### src/hw/rtl/slri_pkg.sv
// Shared types and codes for the sorted list insert/remove block.
// Holds the item structs, status and operation codes, and the cell link types.
`default_nettype none

package slri_pkg;

   // Operation codes of an input item
   localparam logic OP_INSERT = 1'b0;
   localparam logic OP_REMOVE = 1'b1;

   // Status codes of a result item
   localparam logic [1:0] ST_DONE    = 2'd0;
   localparam logic [1:0] ST_FULL    = 2'd1;
   localparam logic [1:0] ST_NOMATCH = 2'd2;

   typedef struct packed {
      logic              operation;
      logic signed [31:0] value;
   } req_type;

   typedef struct packed {
      logic [1:0]         status;
      logic [4:0]         entry_count;
      logic [4:0]         removed_count;
      logic signed [31:0] smallest_value;
   } rsp_type;

   // Command broadcast to every cell in a cycle
   typedef struct packed {
      logic               insert_en;
      logic               remove_en;
      logic signed [31:0] value;
   } cell_cmd_type;

   // What a cell shows to its neighbors
   typedef struct packed {
      logic signed [31:0] entry;
      logic               occ;
      logic               gt;
   } cell_link_type;

endpackage

`default_nettype wire

### src/hw/rtl/slri_cell.sv
// One storage cell of the sorted chain: holds one entry and its occupied bit.
// Depends on slri_pkg for the command and neighbor link types.
`default_nettype none

module slri_cell import slri_pkg::*; (
   input  wire logic          clock,
   input  wire logic          reset,
   input  wire cell_cmd_type  cmd,
   input  wire cell_link_type left_link,
   input  wire cell_link_type right_link,
   output      cell_link_type self_link,
   output      logic          match
);

   logic signed [31:0] entry_ff, entry_in;
   logic               occ_ff, occ_in;
   logic               gt, ge;

   // Compare own entry against the broadcast value
   always_comb begin
      gt    = occ_ff && (entry_ff > cmd.value);
      ge    = occ_ff && (entry_ff >= cmd.value);
      match = occ_ff && (entry_ff == cmd.value);
   end

   // Insert: shift right from the insertion point; remove: shift left over the run
   always_comb begin
      entry_in = entry_ff;
      occ_in   = occ_ff;
      if (cmd.insert_en && (gt || (!occ_ff && left_link.occ))) begin
         entry_in = left_link.gt ? left_link.entry : cmd.value;
         occ_in   = 1'b1;
      end else if (cmd.remove_en && ge) begin
         entry_in = right_link.entry;
         occ_in   = right_link.occ;
      end
   end

   // Hold entry and occupied bit
   always_ff @(posedge clock) begin
      if (reset) begin
         occ_ff <= 1'b0;
      end else begin
         occ_ff <= occ_in;
      end
      entry_ff <= entry_in;
   end

   assign self_link = '{entry: entry_ff, occ: occ_ff, gt: gt};

endmodule

`default_nettype wire

### src/hw/rtl/sorted_list_insert_remove.sv
// Sorted multiset store built as a chain of compare-and-shift cells.
// An accepted item is registered into cmd_ff and runs in S_RUN; when it finishes, the result
// is registered into rsp_ff and rsp_valid rises. A remove runs until no equal entry is left
// (one equal entry leaves per cycle). A new item waits on req_stall until the running one
// finishes; a stalled result holds the running item until the result register frees.
// Reset empties the store at once through the per-cell occupied bits.
// Depends on slri_pkg and slri_cell.
`default_nettype none

module sorted_list_insert_remove import slri_pkg::*; #(
   parameter int CAPACITY = 16
) (
   input  wire logic    clock,
   input  wire logic    reset,
   input  wire logic    req_valid,
   output      logic    req_stall,
   input  wire req_type req_data,
   output      logic    rsp_valid,
   input  wire logic    rsp_stall,
   output      rsp_type rsp_data
);

   localparam int CNT_W = $clog2(CAPACITY + 1);

   typedef enum logic {S_IDLE, S_RUN} state_type;

   state_type     state_ff;
   req_type       cmd_ff;
   logic [CNT_W-1:0] count_ff, count_in;
   logic [CNT_W-1:0] removed_ff, removed_in;
   logic          rsp_valid_ff;
   rsp_type       rsp_ff, rsp_in;

   cell_cmd_type  cell_cmd;
   cell_link_type links [CAPACITY];
   logic [CAPACITY-1:0] match_vec;
   logic [CAPACITY-1:0] occ_vec;
   logic          any_match, full, slot_free, finish, do_insert;
   logic signed [31:0] min_after;
   logic [CNT_W+4:0] count_wide, removed_wide;

   // Cell chain
   for (genvar i = 0; i < CAPACITY; i++) begin : g_cell
      cell_link_type left_l, right_l;
      if (i == 0) begin : g_head
         assign left_l = '{entry: '0, occ: 1'b1, gt: 1'b0};
      end else begin : g_mid_l
         assign left_l = links[i-1];
      end
      if (i == CAPACITY - 1) begin : g_tail
         assign right_l = '{entry: '0, occ: 1'b0, gt: 1'b0};
      end else begin : g_mid_r
         assign right_l = links[i+1];
      end
      slri_cell u_cell (
         .clock      (clock),
         .reset      (reset),
         .cmd        (cell_cmd),
         .left_link  (left_l),
         .right_link (right_l),
         .self_link  (links[i]),
         .match      (match_vec[i])
      );
      assign occ_vec[i] = links[i].occ;
   end

   // Control decisions for the running item
   always_comb begin
      any_match = |match_vec;
      full      = (count_ff == CNT_W'(CAPACITY));
      slot_free = !rsp_valid_ff || !rsp_stall;
      do_insert = (state_ff == S_RUN) && (cmd_ff.operation == OP_INSERT)
                  && slot_free && !full;
      cell_cmd.value     = cmd_ff.value;
      cell_cmd.insert_en = do_insert;
      cell_cmd.remove_en = (state_ff == S_RUN) && (cmd_ff.operation == OP_REMOVE)
                           && any_match;
      if (state_ff != S_RUN) begin
         finish = 1'b0;
      end else if (cmd_ff.operation == OP_INSERT) begin
         finish = slot_free;
      end else begin
         finish = slot_free && !any_match;
      end
   end

   // Advance counts
   always_comb begin
      count_in   = count_ff;
      removed_in = removed_ff;
      if (do_insert) begin
         count_in = count_ff + CNT_W'(1);
      end else if (cell_cmd.remove_en) begin
         count_in   = count_ff - CNT_W'(1);
         removed_in = removed_ff + CNT_W'(1);
      end
      if (req_valid && !req_stall) begin
         removed_in = '0;
      end
   end

   // Build the result item
   always_comb begin
      if (do_insert && (!links[0].occ || (cmd_ff.value < links[0].entry))) begin
         min_after = cmd_ff.value;
      end else if (links[0].occ) begin
         min_after = links[0].entry;
      end else begin
         min_after = '0;
      end
      count_wide   = {5'b0, count_in};
      removed_wide = {5'b0, removed_ff};
      rsp_in.entry_count    = count_wide[4:0];
      rsp_in.smallest_value = min_after;
      if (cmd_ff.operation == OP_INSERT) begin
         rsp_in.status        = full ? ST_FULL : ST_DONE;
         rsp_in.removed_count = '0;
      end else begin
         rsp_in.status        = (removed_ff == '0) ? ST_NOMATCH : ST_DONE;
         rsp_in.removed_count = removed_wide[4:0];
      end
   end

   // Hold state and registered outputs
   always_ff @(posedge clock) begin
      if (reset) begin
         state_ff     <= S_IDLE;
         count_ff     <= '0;
         rsp_valid_ff <= 1'b0;
      end else begin
         count_ff <= count_in;
         unique case (state_ff)
            S_IDLE: begin
               if (req_valid) begin
                  state_ff <= S_RUN;
               end
            end
            S_RUN: begin
               if (finish) begin
                  state_ff <= S_IDLE;
               end
            end
            default: state_ff <= S_IDLE;
         endcase
         if (finish) begin
            rsp_valid_ff <= 1'b1;
         end else if (!rsp_stall) begin
            rsp_valid_ff <= 1'b0;
         end
      end
      removed_ff <= removed_in;
      if (req_valid && !req_stall) begin
         cmd_ff <= req_data;
      end
      if (finish) begin
         rsp_ff <= rsp_in;
      end
   end

   assign req_stall = (state_ff != S_IDLE);
   assign rsp_valid = rsp_valid_ff;
   assign rsp_data  = rsp_ff;

   // Entry count tracks the occupied bits
   a_count: assert property (@(posedge clock) disable iff (reset)
      int'(count_ff) == $countones(occ_vec))
      else $error("entry count out of step with occupied cells");

   // Occupied cells form a contiguous run from the head
   a_contig: assert property (@(posedge clock) disable iff (reset)
      ((occ_vec + CAPACITY'(1)) & occ_vec) == '0)
      else $error("occupied cells not contiguous");

   // A remove with no match deletes nothing
   a_nomatch: assert property (@(posedge clock) disable iff (reset)
      rsp_valid && (rsp_data.status == ST_NOMATCH) |-> rsp_data.removed_count == '0)
      else $error("no-match result reports removed entries");

endmodule

`default_nettype wire
### config.mk
export PLATFORM = sky130hd
export DESIGN_NAME = sorted_list_insert_remove
export DESIGN_NICKNAME = d
export VERILOG_FILES = /design/src/hw/rtl/slri_pkg.sv /design/src/hw/rtl/slri_cell.sv /design/src/hw/rtl/sorted_list_insert_remove.sv
export SDC_FILE = /design/constraint.sdc
export NUM_CORES = 2
export LEC_CHECK = 0
export ABC_CLOCK_PERIOD_IN_PS = 15300
export CAP_MARGIN = 20
export CELL_PAD_IN_SITES_DETAIL_PLACEMENT = 1
export CELL_PAD_IN_SITES_GLOBAL_PLACEMENT = 1
export CORE_MARGIN = 4
export CORE_UTILIZATION = 57
export CTS_BUF_LIST = sky130_fd_sc_hd__clkbuf_8 sky130_fd_sc_hd__clkbuf_16
export DETAILED_ROUTE_END_ITERATION = 8
export DONT_BUFFER_PORTS = 1
export GPL_TIMING_DRIVEN = 1
export PLACE_DENSITY_LB_ADDON = 0.1
export SLEW_MARGIN = 20
export SYNTH_ARGS = -nofsm -noshare
export SYNTH_HDL_FRONTEND = slang
export SYNTH_SLANG_ARGS = --single-unit
### constraint.sdc
create_clock -name clock -period 15.3 [get_ports clock]
set_input_delay 0.765 -clock clock [delete_from_list [all_inputs] [get_ports clock]]
set_output_delay 0.765 -clock clock [all_outputs]
set_load 0.03 [all_outputs]
==> run summary <==
status: completed
critical path peak fanout: 20
max cap viols: 0
fmax: 159 MHz
Tot GR Track Use: 35.6%
CTS Hold Buffers Added: 0
Reg-to-Reg Start: cell_cmd[19]
CP Data Required Time: 15600 ps
share of cells above drive strength 1: 17.9%
Final Instance Area: 48800 µm²
I/O pin count: 83
GPL Wtd Cong: 1.01
CP startpoint kind: flip-flop
Distinct cells, synth: 79
Post-Syn Nets: 4626
Final Power: 4230 µW
Clock Latency Late Sink: 630 ps
nets: 4549
FF-to-FF path depth: 12
port bufs: 0
Leak Pwr: 0.0194 µW
Setup crit end: g_cell[1].u_cell.entry_ff[25]
setup TNS: 0 ps
unrepaired setup endpoints after global routing: false
PD cells: 86.6 nW/µm²
r2r setup slk: 9020 ps
worst slew pin tran: 1140 ps
worst reg2reg path endpoint: g_cell[1].u_cell.entry_ff[25]
Critical Path Start: cell_cmd[19]
Seq/Total Area, Yosys: 40.6%
Min Clock Period, post-route: 6280 ps
PostCTS Resize Cnt: 0
vias in the first global route: 38300
clock buffer depth: 3
WS Path Type: reg -> reg
Starting Density: 57.8%
TritonCTS buffer count: 75
vias per inst: 7.00
Worst setup EP type: flip-flop
GRT overflow: 0
DR pass1 iterations: 6
Area Growth Syn to Fin: 8.54%
vias after detailed routing: 35700
die area: 83500 µm²
final setup fails: 0
fin. max-slew vios: 0
asr flop ratio synth: 0%
VDD IR max: 0.0000946 V
Post-synth EDFFs: 589
Worst EP arrival: 6570 ps
Residual DRC: 0
post-layout util: 62.7%
Syn Inst Count: 4073
pin count of the biggest net entering global routing: 95
drt total wl: 151 mm
HP Class: in -> reg
clk_skew: 33.4 ps
Max-Slew Margin vs Limit: 23.9%
core region area: 77800 µm²
area of the mapped netlist: 45000 µm²
# Post-CTS Setup Buffers: 0
initial antenna violation count: 9
Avg WL per Cell: 29.7 µm
Yosys reg bits: 617
post-route ant nets: 0
Synth Area per Inst: 11.0 µm²
first-pass GRT wire length: 230 mm
CTS tree: yes
chip width: 289 µm
Tcrit/Tclk final: 41.0%
Sink Count: 617
Root Driver: clkbuf_16
Post-Place Cell Area: 46300 µm²
# H-tree levels: 3
final-report hold violation count: 0
Rows: 102
Die H: 289 µm
Starting DRT DRC Count: 3011
ys flop type: edfxtp_1
Reg clk slew, reported paths: 60 ps
detailed placement HPWL: 113 mm
yosys warns: 0
Yosys cell counts, types with 32 or more instances:
cell / n / share of area, %
a21o_1: 82 / 1.4
a22o_1: 32 / 0.62
nor3_1: 71 / 0.79
o21ai_0: 153 / 1.7
buf_2: 59 / 0.66
inv_1: 161 / 1.3
a2111oi_0: 35 / 0.68
nand2_1: 147 / 1.2
clkbuf_1: 194 / 1.6
nand4_1: 173 / 2.4
nor2_1: 176 / 1.5
a21oi_1: 345 / 3.8
o221ai_1: 34 / 0.66
mux2_2: 441 / 11
ha_1: 516 / 14
edfxtp_1: 589 / 39
nand3_1: 113 / 1.3
nor2b_1: 33 / 0.46
mux2i_1: 306 / 6.8
flip-flops by register name (all words and copies together), names as in the netlist:
name and flops:
rsp_data 44, cmd_ff 1, g_cell.u_cell.entry_ff 512, req_stall 1
removed_ff 5, g_cell.u_cell.occ_ff 16, rsp_valid 1, count_ff 5
cell_cmd 32
worst min path at each step:
| stage | startpoint | end | slack, ps | depth (start not counted) |
|---|---|---|---|---|
| final | reset | g_cell[12].u_cell.occ_ff | 210 | 1 |
| after global routing | reset | g_cell[6].u_cell.occ_ff | 200 | 1 |
| after CTS | reset | g_cell[12].u_cell.occ_ff | 190 | 1 |
| after detailed placement | g_cell[14].u_cell.occ_ff | g_cell[14].u_cell.occ_ff | 500 | 2 |
| after global placement | removed_ff[4] | removed_ff[4] | 480 | 2 |
| after floorplan | removed_ff[4] | removed_ff[4] | 460 | 2 |
critical path: stages, from the launching register on:
cell       delay [ps]
edfxtp_1          830
inv_1             520
buf_4             330
ha_1              330
nand4_1           100
nor4_1            660
nand4_1           550
o2111ai_1         300
o41a_1            290
and2_1            680
nand2_1           220
o21ai_2           650
buf_4             450
layout make-up:
class | instances | area (µm²)
fill | 7981 | 29000
multi-input combinational | 3020 | 25300
sequential | 617 | 18200
clock buffer | 81 | 1960
tap | 1040 | 1300
timing repair buffer | 120 | 941
inverter | 162 | 608
clock inverter | 54 | 472
antenna | 5 | 12.5
per-layer routing:
| layer | global-route usage [%] | wire length [µm] | vias up |
|---|---|---|---|
| li1 | - | - | 15800 |
| met1 | 44.0 | 60300 | 18000 |
| met2 | 60.1 | 72400 | 1496 |
| met3 | 5.50 | 9480 | 437 |
| met4 | 19.4 | 9190 | 0 |
| met5 | 0 | 0 | - |
cells in the final DEF, fill, tap and decap left out, types with 30 or more instances in the layout:
cell type / netlist / routed
a21o_1: 82 / 82
nor2b_1: 33 / 33
edfxtp_1: 589 / 589
a222oi_1: 31 / 31
nand3_1: 113 / 113
nor2_1: 176 / 170
o221ai_1: 34 / 34
ha_1: 516 / 515
a22o_1: 32 / 32
mux2_2: 441 / 441
mux2i_1: 306 / 306
nor3_1: 71 / 69
nand2_1: 147 / 145
inv_1: 161 / 177
a2111oi_0: 35 / 34
buf_4: 1 / 118
a21oi_1: 345 / 340
clkbuf_16: 0 / 75
a311o_1: 30 / 30
nand4_1: 173 / 173
o21ai_0: 153 / 152
logic make-up (layout without fill, tap and decap cells):
| group | after synthesis | in the layout | synth area share [%] |
|---|---|---|---|
| buf+inv | 436 | 417 | 3.99 |
| fa+ha+maj | 516 | 516 | 14.3 |
| xor+xnor | 6 | 6 | 0.117 |
| other cells | 0 | 5 | 0 |
| simple gates | 802 | 802 | 8.96 |
| flops | 617 | 617 | 40.6 |
| compound gates | 922 | 922 | 13.5 |
| mux | 774 | 774 | 18.5 |
where the power goes:
group          leakage [µW]  internal, µW  switching [µW]
Sequential          0.00565          1860            44.1
Clock               0.00128          1070             737
Combinational        0.0125           178             341
Total                0.0194          3110            1120
through the flow:
stage / hold slack [ps] / instances / setup slack [ps]
after CTS: 194 / 5092 / 9130
after floorplan: 462 / 4073 / 9650
final: 212 / 5099 / 9020
after global placement: 484 / 4957 / 9290
after detailed placement: 496 / 4957 / 9130
after global routing: 197 / 5098 / 8870
Power figures use the tool's default switching activity.
